File: config.mk
export PLATFORM = sky130hd
export DESIGN_NAME = uart_command_receiver_echo
export DESIGN_NICKNAME = d
export VERILOG_FILES = /design/src/hw/rtl/ucre_pkg.sv /design/src/hw/rtl/ucre_front.sv /design/src/hw/rtl/ucre_queue.sv /design/src/hw/rtl/ucre_back.sv /design/src/hw/rtl/uart_command_receiver_echo.sv
export SDC_FILE = /design/constraint.sdc
export NUM_CORES = 1
export LEC_CHECK = 0
export ABC_CLOCK_PERIOD_IN_PS = 2400
export BUFFER_PORTS_ARGS = -buffer_cell sky130_fd_sc_hd__buf_2
export CAP_MARGIN = 40
export CELL_PAD_IN_SITES_DETAIL_PLACEMENT = 0
export CELL_PAD_IN_SITES_GLOBAL_PLACEMENT = 1
export CORE_MARGIN = 4
export CORE_UTILIZATION = 40
export DETAILED_ROUTE_END_ITERATION = 10
export GPL_ROUTABILITY_DRIVEN = 0
export HOLD_SLACK_MARGIN = 0.15
export PLACE_DENSITY_LB_ADDON = 0.15
export SYNTH_ARGS = -nofsm -noshare
export SYNTH_HDL_FRONTEND = slang
export SYNTH_SLANG_ARGS = --single-unit
File: constraint.sdc
create_clock -name clk -period 2.4 [get_ports clk]
set_input_delay 0.36 -clock clk [delete_from_list [all_inputs] [get_ports clk]]
set_output_delay 0.36 -clock clk [all_outputs]
set_load 0.05 [all_outputs]
File: src/hw/rtl/ucre_pkg.sv
package ucre_pkg;

  // Default width of the bit timers.
  localparam int TIMER_WIDTH_DEFAULT = 16;

  // Configuration register reset values.
  localparam logic [15:0] BIT_PERIOD_RESET      = 16'd109;
  localparam logic [15:0] HALF_BIT_PERIOD_RESET = 16'd55;

  // Configuration register indexes, taken from bit 2 of the byte address.
  localparam logic REG_BIT_PERIOD      = 1'b0;
  localparam logic REG_HALF_BIT_PERIOD = 1'b1;

  // Frame layout: start bit, eight data bits, stop bit.
  localparam logic [3:0] RX_FRAME_BITS = 4'd10;
  localparam logic [3:0] TX_SHIFT_BITS = 4'd9;

  // Drive pattern selected after reset and by the stop command.
  localparam logic [5:0] PATTERN_STOP = 6'h09;

  // Depth of the queue between the front and the back.
  localparam int QUEUE_DEPTH = 2;
  localparam int QUEUE_PTR_W = $clog2(QUEUE_DEPTH);
  localparam int QUEUE_CNT_W = $clog2(QUEUE_DEPTH + 1);

  // What the transmit shifter does on one tick.
  typedef enum logic [1:0] {
    TX_HOLD,
    TX_START,
    TX_SHIFT,
    TX_STOP
  } tx_act_t;

  // One classified tick handed from the front to the back.
  typedef struct packed {
    tx_act_t    act;
    logic [5:0] pattern;
    logic       byte_valid;
    logic [7:0] byte_value;
    logic       busy;
  } ucre_word_t;

  // Command letter to drive pattern; any other byte keeps the current one.
  function automatic logic [5:0] pattern_for(input logic [7:0] b, input logic [5:0] cur);
    logic [5:0] p;
    unique case (b)
      8'h66:   p = 6'h24; // 'f'
      8'h62:   p = 6'h12; // 'b'
      8'h6c:   p = 6'h28; // 'l'
      8'h72:   p = 6'h05; // 'r'
      8'h73:   p = PATTERN_STOP; // 's'
      8'h78:   p = 6'h22; // 'x'
      8'h79:   p = 6'h14; // 'y'
      8'h31:   p = 6'h18; // '1'
      8'h32:   p = 6'h03; // '2'
      default: p = cur;
    endcase
    return p;
  endfunction

endpackage

File: src/hw/rtl/ucre_front.sv
module ucre_front #(
  parameter int TIMER_WIDTH = ucre_pkg::TIMER_WIDTH_DEFAULT
) (
  input  logic                 clk,
  input  logic                 rst,
  input  logic                 accept,
  input  logic                 rx_level,
  input  logic [15:0]          bit_period,
  input  logic [15:0]          half_bit_period,
  output ucre_pkg::ucre_word_t word
);
  import ucre_pkg::*;

  logic                   prev_rx, prev_rx_next;
  logic                   rx_active, rx_active_next;
  logic [TIMER_WIDTH-1:0] rx_count, rx_count_next;
  logic [3:0]             rx_bits_left, rx_bits_left_next;
  logic [9:0]             rx_frame, rx_frame_next;
  logic                   tx_active, tx_active_next;
  logic [TIMER_WIDTH-1:0] tx_count, tx_count_next;
  logic [3:0]             tx_bits_left, tx_bits_left_next;
  logic [5:0]             pattern, pattern_next;
  logic [7:0]             last_byte, last_byte_next;
  logic [9:0]             rx_frame_shift;
  logic                   fall;
  logic                   idle;
  logic                   byte_ok;
  tx_act_t                act;

  // A period of zero counts as one tick.
  function automatic logic [TIMER_WIDTH-1:0] load_count(input logic [15:0] v);
    logic [TIMER_WIDTH-1:0] c;
    c = TIMER_WIDTH'(v);
    return (c == '0) ? TIMER_WIDTH'(1) : c;
  endfunction

  assign fall           = prev_rx && !rx_level;
  assign idle           = !rx_active && !tx_active;
  assign rx_frame_shift = {rx_level, rx_frame[9:1]};

  // Receiver and transmit timing for one tick.
  always_comb begin
    prev_rx_next      = rx_level;
    rx_active_next    = rx_active;
    rx_count_next     = rx_count;
    rx_bits_left_next = rx_bits_left;
    rx_frame_next     = rx_frame;
    tx_active_next    = tx_active;
    tx_count_next     = tx_count;
    tx_bits_left_next = tx_bits_left;
    pattern_next      = pattern;
    last_byte_next    = last_byte;
    byte_ok           = 1'b0;
    act               = TX_HOLD;

    // Transmit bit timer.
    if (tx_active) begin
      if (tx_count <= TIMER_WIDTH'(1)) begin
        if (tx_bits_left == 4'd0) begin
          tx_active_next = 1'b0;
          tx_count_next  = '0;
          act            = TX_STOP;
        end else begin
          tx_bits_left_next = tx_bits_left - 4'd1;
          tx_count_next     = load_count(bit_period);
          act               = TX_SHIFT;
        end
      end else begin
        tx_count_next = tx_count - TIMER_WIDTH'(1);
      end
    end

    // Receive sampling; a finished, well framed byte starts the echo.
    if (rx_active) begin
      if (rx_count <= TIMER_WIDTH'(1)) begin
        rx_frame_next     = rx_frame_shift;
        rx_bits_left_next = rx_bits_left - 4'd1;
        rx_count_next     = load_count(bit_period);
        if (rx_bits_left_next == 4'd0) begin
          rx_active_next = 1'b0;
          rx_count_next  = '0;
          if (!rx_frame_shift[0] && rx_frame_shift[9]) begin
            last_byte_next    = rx_frame_shift[8:1];
            pattern_next      = pattern_for(rx_frame_shift[8:1], pattern);
            byte_ok           = 1'b1;
            act               = TX_START;
            tx_active_next    = 1'b1;
            tx_bits_left_next = TX_SHIFT_BITS;
            tx_count_next     = load_count(bit_period);
          end
        end
      end else begin
        rx_count_next = rx_count - TIMER_WIDTH'(1);
      end
    end else if (idle && fall) begin
      rx_active_next    = 1'b1;
      rx_frame_next     = '0;
      rx_bits_left_next = RX_FRAME_BITS;
      rx_count_next     = load_count(half_bit_period);
    end
  end

  // Word for the back: shifter action and the status seen after this tick.
  always_comb begin
    word.act        = act;
    word.pattern    = pattern_next;
    word.byte_valid = byte_ok;
    word.byte_value = last_byte_next;
    word.busy       = rx_active_next || tx_active_next;
  end

  // State advances once per accepted tick.
  always_ff @(posedge clk) begin
    if (rst) begin
      prev_rx      <= 1'b1;
      rx_active    <= 1'b0;
      rx_count     <= '0;
      rx_bits_left <= '0;
      rx_frame     <= '0;
      tx_active    <= 1'b0;
      tx_count     <= '0;
      tx_bits_left <= '0;
      pattern      <= PATTERN_STOP;
      last_byte    <= '0;
    end else if (accept) begin
      prev_rx      <= prev_rx_next;
      rx_active    <= rx_active_next;
      rx_count     <= rx_count_next;
      rx_bits_left <= rx_bits_left_next;
      rx_frame     <= rx_frame_next;
      tx_active    <= tx_active_next;
      tx_count     <= tx_count_next;
      tx_bits_left <= tx_bits_left_next;
      pattern      <= pattern_next;
      last_byte    <= last_byte_next;
    end
  end

  // The link is half duplex: never receiving and transmitting together.
  a_half_duplex: assert property (@(posedge clk) disable iff (rst)
    !(rx_active && tx_active))
    else $error("Receiver and transmitter active together.");

  // The transmit bit count never exceeds the bits after the start bit.
  a_tx_bits: assert property (@(posedge clk) disable iff (rst)
    tx_bits_left <= TX_SHIFT_BITS)
    else $error("Transmit bit count out of range.");

  // A good byte always launches an echo frame.
  a_echo: assert property (@(posedge clk) disable iff (rst)
    (accept && byte_ok) |=> tx_active)
    else $error("Received byte did not start the echo.");

endmodule

File: src/hw/rtl/ucre_queue.sv
module ucre_queue (
  input  logic                 clk,
  input  logic                 rst,
  input  logic                 push,
  input  ucre_pkg::ucre_word_t push_word,
  input  logic                 pop,
  output ucre_pkg::ucre_word_t head,
  output logic                 full,
  output logic                 empty
);
  import ucre_pkg::*;

  ucre_word_t             slots [QUEUE_DEPTH];
  logic [QUEUE_PTR_W-1:0] wr_ptr;
  logic [QUEUE_PTR_W-1:0] rd_ptr;
  logic [QUEUE_CNT_W-1:0] count;
  logic                   push_ok;
  logic                   pop_ok;

  assign full    = (count == QUEUE_CNT_W'(QUEUE_DEPTH));
  assign empty   = (count == '0);
  assign push_ok = push && !full;
  assign pop_ok  = pop && !empty;
  assign head    = slots[rd_ptr];

  function automatic logic [QUEUE_PTR_W-1:0] bump(input logic [QUEUE_PTR_W-1:0] p);
    return (p == QUEUE_PTR_W'(QUEUE_DEPTH - 1)) ? '0 : p + QUEUE_PTR_W'(1);
  endfunction

  // Storage for the words in flight.
  always_ff @(posedge clk) begin
    if (push_ok) begin
      slots[wr_ptr] <= push_word;
    end
  end

  // Pointers and fill level.
  always_ff @(posedge clk) begin
    if (rst) begin
      wr_ptr <= '0;
      rd_ptr <= '0;
      count  <= '0;
    end else begin
      if (push_ok) begin
        wr_ptr <= bump(wr_ptr);
      end
      if (pop_ok) begin
        rd_ptr <= bump(rd_ptr);
      end
      if (push_ok && !pop_ok) begin
        count <= count + QUEUE_CNT_W'(1);
      end else if (pop_ok && !push_ok) begin
        count <= count - QUEUE_CNT_W'(1);
      end
    end
  end

  // Fill level stays within the depth.
  a_count_range: assert property (@(posedge clk) disable iff (rst)
    count <= QUEUE_CNT_W'(QUEUE_DEPTH))
    else $error("Queue fill level out of range.");

  // A pop without a push lowers the fill level by one.
  a_pop_only: assert property (@(posedge clk) disable iff (rst)
    (pop_ok && !push_ok) |=> (count == $past(count) - QUEUE_CNT_W'(1)))
    else $error("Queue fill level did not drop on pop.");

  // The head word holds while it is not taken.
  a_head_hold: assert property (@(posedge clk) disable iff (rst)
    (!empty && !pop) |=> $stable(head))
    else $error("Queue head changed while not popped.");

endmodule

File: src/hw/rtl/ucre_back.sv
module ucre_back (
  input  logic                 clk,
  input  logic                 rst,
  input  ucre_pkg::ucre_word_t head,
  input  logic                 empty,
  output logic                 pop,
  input  logic                 out_stall,
  output logic                 out_valid,
  output logic                 tx_level,
  output logic [5:0]           motor_pattern,
  output logic                 byte_valid,
  output logic [7:0]           byte_value,
  output logic                 busy_res
);
  import ucre_pkg::*;

  logic [8:0] tx_frame;

  // Take the next word whenever the output register is free or being read.
  assign pop = !empty && (!out_valid || !out_stall);

  // Output handshake.
  always_ff @(posedge clk) begin
    if (rst) begin
      out_valid <= 1'b0;
    end else if (pop) begin
      out_valid <= 1'b1;
    end else if (!out_stall) begin
      out_valid <= 1'b0;
    end
  end

  // Transmit shifter; the line register is also the transmit output.
  always_ff @(posedge clk) begin
    if (rst) begin
      tx_level <= 1'b1;
      tx_frame <= '0;
    end else if (pop) begin
      unique case (head.act)
        TX_START: begin
          tx_level <= 1'b0;
          tx_frame <= {1'b1, head.byte_value};
        end
        TX_SHIFT: begin
          tx_level <= tx_frame[0];
          tx_frame <= {1'b0, tx_frame[8:1]};
        end
        TX_STOP: begin
          tx_level <= 1'b1;
        end
        TX_HOLD: begin
          tx_level <= tx_level;
        end
        default: begin
          tx_level <= tx_level;
        end
      endcase
    end
  end

  // Status fields of the result word.
  always_ff @(posedge clk) begin
    if (pop) begin
      motor_pattern <= head.pattern;
      byte_valid    <= head.byte_valid;
      byte_value    <= head.byte_value;
      busy_res      <= head.busy;
    end
  end

endmodule

File: src/hw/rtl/uart_command_receiver_echo.sv
// Channel  Direction  Handshake              Word contents
// in       input      in_valid / in_stall    rx_level, one line sample per tick
// out      output     out_valid / out_stall  tx_level, motor_pattern, byte_valid,
//                                            byte_value, busy_res
// cfg      input      APB, pready tied high  bit_period (0x0), half_bit_period (0x4)
//
// One input word is taken per clock while in_stall is low; the front updates the
// receiver and the transmit timer for each accepted word, so the sustained rate is
// one word per clock unless the output stalls. An accepted input word is registered
// in the queue between front and back, then in the output register of the back.
// Reset is synchronous and clears all control state at once; no clearing pass.
// The two-entry queue absorbs a stall on the output; in_stall rises only when
// it is full.
module uart_command_receiver_echo #(
  parameter int TIMER_WIDTH = ucre_pkg::TIMER_WIDTH_DEFAULT
) (
  input  logic        clk,
  input  logic        rst,
  input  logic        in_valid,
  output logic        in_stall,
  input  logic        rx_level,
  output logic        out_valid,
  input  logic        out_stall,
  output logic        tx_level,
  output logic [5:0]  motor_pattern,
  output logic        byte_valid,
  output logic [7:0]  byte_value,
  output logic        busy_res,
  input  logic        psel,
  input  logic        penable,
  input  logic        pwrite,
  input  logic [2:0]  paddr,
  input  logic [31:0] pwdata,
  output logic [31:0] prdata,
  output logic        pready
);
  import ucre_pkg::*;

  logic [15:0] bit_period;
  logic [15:0] half_bit_period;
  logic        accept;
  logic        cfg_write;
  logic        q_full;
  logic        q_empty;
  logic        q_pop;
  ucre_word_t  front_word;
  ucre_word_t  q_head;

  assign pready    = 1'b1;
  assign cfg_write = psel && penable && pwrite && pready;
  assign in_stall  = q_full;
  assign accept    = in_valid && !in_stall;

  // Configuration registers.
  always_ff @(posedge clk) begin
    if (rst) begin
      bit_period      <= BIT_PERIOD_RESET;
      half_bit_period <= HALF_BIT_PERIOD_RESET;
    end else if (cfg_write) begin
      unique case (paddr[2])
        REG_BIT_PERIOD:      bit_period      <= pwdata[15:0];
        REG_HALF_BIT_PERIOD: half_bit_period <= pwdata[15:0];
        default:             bit_period      <= bit_period;
      endcase
    end
  end

  // Register read-back.
  always_comb begin
    unique case (paddr[2])
      REG_BIT_PERIOD:      prdata = {16'd0, bit_period};
      REG_HALF_BIT_PERIOD: prdata = {16'd0, half_bit_period};
      default:             prdata = '0;
    endcase
  end

  ucre_front #(
    .TIMER_WIDTH(TIMER_WIDTH)
  ) u_front (
    .clk             (clk),
    .rst             (rst),
    .accept          (accept),
    .rx_level        (rx_level),
    .bit_period      (bit_period),
    .half_bit_period (half_bit_period),
    .word            (front_word)
  );

  ucre_queue u_queue (
    .clk       (clk),
    .rst       (rst),
    .push      (accept),
    .push_word (front_word),
    .pop       (q_pop),
    .head      (q_head),
    .full      (q_full),
    .empty     (q_empty)
  );

  ucre_back u_back (
    .clk           (clk),
    .rst           (rst),
    .head          (q_head),
    .empty         (q_empty),
    .pop           (q_pop),
    .out_stall     (out_stall),
    .out_valid     (out_valid),
    .tx_level      (tx_level),
    .motor_pattern (motor_pattern),
    .byte_valid    (byte_valid),
    .byte_value    (byte_value),
    .busy_res      (busy_res)
  );

endmodule

# Word level (Yosys, flattened, before mapping)
# Memory sizes are Yosys's and may differ from the RTL's. A register that Yosys moved wholly into a read port is not among the register bits.
# Index checks and enable logic that the tools add are counted.
[totals] n_memories=1 ram_bits=36 latch_bits=0 romBits=0 ff_bits=130 word_cells=159 out_inout_bits=52
[classes] shift=0 muxes=70 bitwise=2 div_mod_pow=0 eq_ne=15 n_addsub=8 order_cmp=2 multipliers=0 reduce_logical=39
[memory_table] memory="u_queue.slots" depth=2 width=18 read_ports=1 rd_clocked_by_memory_dff=1 write_ports=1 line="ucre_queue.sv:13" rtl="ucre_word_t slots [QUEUE_DEPTH];"
[ops] op="$mux 16" n=13
[ops] op="$pmux 32 s2" n=1
[ops] op="$eq 8x7->1 const B" n=7
[ops] op="$pmux 6 s9" n=1
[ops] op="$mux 4" n=10
[ops] op="$le 16x1->1 const B" n=2
[ops] op="$logic_not 16->1" n=2
[ops] op="$mux 8" n=4
[ops] op="$sub 16x1->16 const B" n=2
[ops] op="$mux 10" n=3
[ops] op="$mux 1" n=24
[ops] op="$mux 6" n=4
[ops] op="$pmux 9 s2" n=1
[ops] op="$eq 8x6->1 const B" n=2
[ops] op="$mux 2" n=8
[ops] op="$logic_and 1x1->1" n=12
[ops] op="$logic_not 1->1" n=10
[ops] op="$reduce_and 2->1" n=5
[ops] op="$logic_not 4->1" n=2
[ops] op="$sub 4x1->4 const B" n=2
[ops] op="$eq 2x2->1 const B" n=3
[ops] op="$reduce_bool 2->1" n=3
[ops] op="$logic_not 2->1" n=2
[ops] op="$pmux 1 s3" n=1
[ops] op="other kinds (9)" n=12

# Logic depth before layout (Yosys ltp)
[logic_depth] ltp_word=9 ltp_mapped=10 mapped_depth_nobuf=9

# Modules after synthesis
# From an unflattened synthesis, not the netlist that was laid out.
[unflattened] cells_unflattened=874 area_unflattened_um2=8695.8
[modules_own_cells] mod="ucre_front" area_each_um2=4419.2 n_inst=1 seq_area_each_um2=1321.3 cells_each=556
[modules_own_cells] mod="uart_command_receiver_echo" area_each_um2=1682.9 n_inst=1 seq_area_each_um2=640.6 cells_each=166
[modules_own_cells] mod="ucre_queue" area_each_um2=1514.0 n_inst=1 seq_area_each_um2=1181.1 cells_each=81
[modules_own_cells] mod="ucre_back" area_each_um2=1079.8 n_inst=1 seq_area_each_um2=700.7 cells_each=71

# Worst setup path before layout
# Ideal clock, no wire load.
[synth_timing] path_type="register -> register" startpoint="register u_front.rx_count[2]" endpoint="memory u_queue.slots[0][1] (netlist bit) (data pin)" stages_incl_launch_ff=8 t_arrival_ns=2.189 n_path_buf=2 path_slack_ns=-0.063 setup_ns=0.273 t_required_ns=2.127 path_cell_list="dfxtp_1 -> or4_1 -> or3_4 -> or4_4 -> buf_6 -> clkbuf_1 -> nand2_1 -> o21ai_0"
[synth_rtl] element="start: declaration" line="ucre_front.sv:16" rtl="logic [TIMER_WIDTH-1:0] rx_count, rx_count_next;"
[synth_rtl] element="start signal: assignment" line="ucre_front.sv:128" rtl="rx_count <= rx_count_next;"
[synth_rtl] element="end: declaration" line="ucre_queue.sv:13"

# Worst setup path in the final report
[layout_timing] startpoint="register u_front.rx_count[2]" endpoint="register u_front.tx_count[2]"
[layout_via] elab_chain_cells=3
[layout_rtl] element="$le 16x1->1" line="ucre_front.sv:75" rtl="if (rx_count <= TIMER_WIDTH'(1)) begin"
[layout_rtl] element="$mux 16" line="ucre_front.sv:75"
[layout_rtl] element="$mux 16" line="ucre_front.sv:74" rtl="if (rx_active) begin"
[layout_rtl] element="end signal: assignment" line="ucre_front.sv:132" rtl="tx_count <= tx_count_next;"
[layout_rtl] element="end: declaration" line="ucre_front.sv:20" rtl="logic [TIMER_WIDTH-1:0] tx_count, tx_count_next;"
# Every way passes these cells.
# A chain may end at the register's enable or synchronous reset.

==> impl_results.md <==
- Status: finished, violations left
- Failing checks: setup timing
- Initial DRC count: 450
- Die height: approximately 150 um
- Sw Share: 0.363
- Syn-to-layout area delta: 22.0%
- Num CTS Buffers: 17
- Slew HR: 0.530
- First-pass GRT wire length: about 36000 um
- Clock sink count: 166
- Clock Root Buffer: clkbuf_16
- Initial antenna violation count: 0
- Unique masters post-synth: 73
- FF-to-FF setup slack: -0.05 ns
- Row Count: 51
- Switching pwr: roughly 3.2 mW
- Layout Cells excl Fill: between 1000 and 1500
- Pre-CTS setup slack: -0.0851 ns
- Crit Path Max Fanout: 6
- PwrDens: between 900 and 1000 nW/um^2
- Nets: between 1000 and 1500
- Final wirelength: 22400 um
- Gate power share: 0.314
- Worst hold slack: ~0.17 ns
- Routed len/inst: 17.2 um
- Critical hold path startpoint: pwdata[7]
- Crit Path Class: flip-flop to flip-flop
- I/O Buffers: ~60
- H-tree lvl count: 4
- Die area: approximately 23000 um^2
- Pin count of the biggest net entering global routing: 41
- Filler cells: approximately 2000
- Crit. End Element: flip-flop
- DR pass1 iterations: 5
- Hold path cells: 3
- Final Skew: about 0.014 ns
- Layout cells sized above 1: 0.234
- Antenna fix cells: 0
- Vias in the first global route: 6633
- Die W: between 150 and 200 um
- CP Launch Type: flip-flop
- Hold Path End: half_bit_period[7]
- # DRC: 0
- RSZ-0062 raised after global routing: true
- Global-route usage over all layers: 0.205
- Reg2reg path depth: 7
- Min-Delay Path Class: primary input to flip-flop
- Slew @ Worst Pin: ~0.7 ns
- Clk_lat worst skew: between 0.4 and 0.5 ns
- FMAX: ~0.41 GHz
- Worst Path Required: 2.71 ns
- Post-synthesis cell count: ~910
- Final period demand of the worst path: 2.45 ns
- Slew Limit Fails: 0
- Cell count after placement: around 1300
- Worst Slack Setup Final: -0.0451 ns
- R2R Path End: u_front.tx_count[2]
- Finished Cell Area: between 9000 and 10000 um^2
- Worst r2r src: u_front.rx_count[2]
- Leak Pwr: 3.85 nW
- Global route overflow: 0
- Post-Syn Area: ~8100 um^2
- # setup viols final: 8
- Hpwl dp: 15900 um
- Internal power: ~5.7 mW
- Most common flop cell mapped by yosys: dfxtp_1
- Clk network pwr share: 0.296
- Max-Cap Viols: 0
- Post-synthesis sequential area ratio: 0.475
- Final period utilization: 1.02
- Routed vias: slightly above 7000
- Yosys reg bits: ~170
- CTS tree: yes
- DRT antenna net count: 0
- Reg power frac: 0.390
- Core area: 19700 um^2
- Synth Area per Inst: slightly below 9 um^2
- Final Power: 8.92 mW
- Drt via density: approximately 5.4
- Deepest clock path buffer count: 2
- Fin. Hold Viols: 0
- FFs w/ async S/R, synth: 0
- Maximum vdd drop: between 500 and 600 uV
- EDFF count, synth: 52
- Clock slew at reported path FFs: roughly 0.070 ns
- Critical Path AT: between 2 and 3 ns
- Placed Instance Area: between 9000 and 10000 um^2
- YS warnings: 0
- Initial core utilization: 0.412
- I/O pin total: 95
==> synthesized netlist by cell type, types with 4 or more instances <==
cell type	instances	area share
o211ai_1	6	0.0056
xnor2_1	8	0.0087
o21ai_1	5	0.0031
a221o_1	4	0.0049
buf_1	5	0.0023
nor4_1	18	0.014
nand3_1	45	0.028
inv_1	21	0.0097
a31oi_1	5	0.0039
dfxtp_1	114	0.28
mux2i_1	8	0.0099
o31ai_1	8	0.0074
ha_1	11	0.017
mux2_2	36	0.050
nor2b_1	13	0.010
or4_1	4	0.0037
a221oi_1	9	0.0097
nand2_1	154	0.071
a21oi_1	77	0.048
or3_1	10	0.0077
nor2_1	77	0.036
o21ai_0	26	0.016
and3_1	4	0.0031
clkbuf_1	40	0.019
edfxtp_1	52	0.19
buf_4	18	0.017
and4_1	4	0.0043
nand4_1	7	0.0054
xor2_1	9	0.0097
nor3_1	32	0.020
nand2b_1	8	0.0062
a22oi_1	6	0.0056
==> layout make-up <==
cell class / instances / area [um^2] / area share
inverter: 23 / 91.3 / 0.00925
multi-input combinational: 667 / 3970 / 0.402
sequential: 166 / 3840 / 0.389
tap: 265 / 332 / 0.0336
clock buffer: 18 / 439 / 0.0445
timing repair buffer: 151 / 1070 / 0.108
clock inverter: 14 / 134 / 0.0136
==> layer usage <==
layer / global-route usage / vias up / routed length [um]
li1: - / 3480 / -
met1: 0.271 / 3335 / 10200
met2: 0.340 / 193 / 10900
met3: 0.0313 / 28 / 975
met4: 0.0723 / 0 / 338
met5: 0 / - / 0
==> per-stage QoR <==
| stage | util | setup TNS [ns] |
|---|---|---|
| detailed placement | 0.464 | -1.25 |
| CTS | 0.498 | -0.374 |
| finish | 0.503 | -0.158 |
| global placement | 0.464 | -0.855 |
| global route | 0.503 | -2.44 |
| floorplan | - | 0 |
==> power by group through the flow <==
stage	Sequential (mW)	Combinational, mW	Clock [mW]
2_1_floorplan	3.91	1.56	0
3_3_place_gp	3.53	2.78	0
3_5_place_dp	3.54	2.78	0
4_1_cts	3.48	2.81	2.71
5_1_grt	3.51	3.10	2.83
6_report	3.48	2.80	2.64
==> sequential cells by signal, indices dropped and copies added (netlist names), 9 cells and up, named ones only <==
name / cells
u_queue.slots: 36
half_bit_period: 16
u_front.tx_count: 16
u_back.tx_frame: 9
u_front.rx_count: 16
u_front.rx_frame: 9
bit_period: 16
==> cell usage in the layout (no fill, tap or decap), types with 4 or more instances in the layout <==
cell | synthesis | layout
xor2_1 | 9 | 9
buf_6 | 2 | 5
a22oi_1 | 6 | 6
nand3_1 | 45 | 43
mux2i_1 | 8 | 8
and4_1 | 4 | 4
nand2b_1 | 8 | 8
nor3_1 | 32 | 32
a221oi_1 | 9 | 9
o21ai_0 | 26 | 20
inv_1 | 21 | 21
buf_4 | 18 | 78
conb_1 | 2 | 17
or3_1 | 10 | 10
xnor2_1 | 8 | 8
o21ai_1 | 5 | 11
and3_1 | 4 | 4
ha_1 | 11 | 11
a31oi_1 | 5 | 5
o211ai_1 | 6 | 6
mux2_2 | 36 | 36
nor4_1 | 18 | 18
buf_2 | 3 | 59
buf_12 | 0 | 4
clkbuf_16 | 0 | 17
o31ai_1 | 8 | 7
a21oi_1 | 77 | 74
edfxtp_1 | 52 | 52
nor2b_1 | 13 | 13
a221o_1 | 4 | 4
dlygate4sd3_1 | 0 | 5
nand4_1 | 7 | 7
nand2_2 | 0 | 7
nand2_1 | 154 | 147
nor2_1 | 77 | 77
dfxtp_1 | 114 | 113
==> worst max-delay path, stage by stage, from the launching register on <==
cell and delay [ns]:
dfxtp_1 0.31, or4_4 0.54, or3_4 0.36, or4_4 0.52, buf_6 0.17, a31o_1 0.17, a22oi_1 0.18, o21ai_1 0.08
==> what timing repair did <==
action,4_1_cts,5_1_grt
setup buffers,1,3
endpoints found under the setup margin,52,70
hold endpoints to repair,6,0
hold buffers,5,0
gates resized for setup,9,23
pin swaps,2,17
==> cells by family (layout without fill, tap and decap cells) <==
| family | count (synthesis) | in the layout | synth area share |
|---|---|---|---|
| other | 2 | 17 | 0.000928 |
| adder cells (fa/ha/maj) | 11 | 11 | 0.0170 |
| XOR/XNOR | 17 | 17 | 0.0184 |
| multiplexers | 44 | 44 | 0.0600 |
| buffers and inverters | 91 | 206 | 0.0530 |
| AND/OR/NAND/NOR | 395 | 395 | 0.231 |
| flip-flops | 166 | 166 | 0.475 |
| AO/OA/AOI/OAI | 183 | 183 | 0.144 |
==> worst max-delay path by stage <==
stage,start,to,slack [ns],cells past startpoint
detailed placement,u_front.rx_count[2],u_front.tx_count[2],-0.09,7
CTS,u_front.rx_count[2],u_front.tx_count[2],-0.05,7
global placement,u_front.rx_count[2],u_front.tx_count[2],-0.08,7
finish,u_front.rx_count[2],u_front.tx_count[2],-0.05,7
floorplan,u_front.rx_count[2],u_queue.slots[0][1],0.02,7
global route,u_front.rx_count[2],u_front.tx_count[2],-0.12,7
Power figures use the tool's default switching activity.
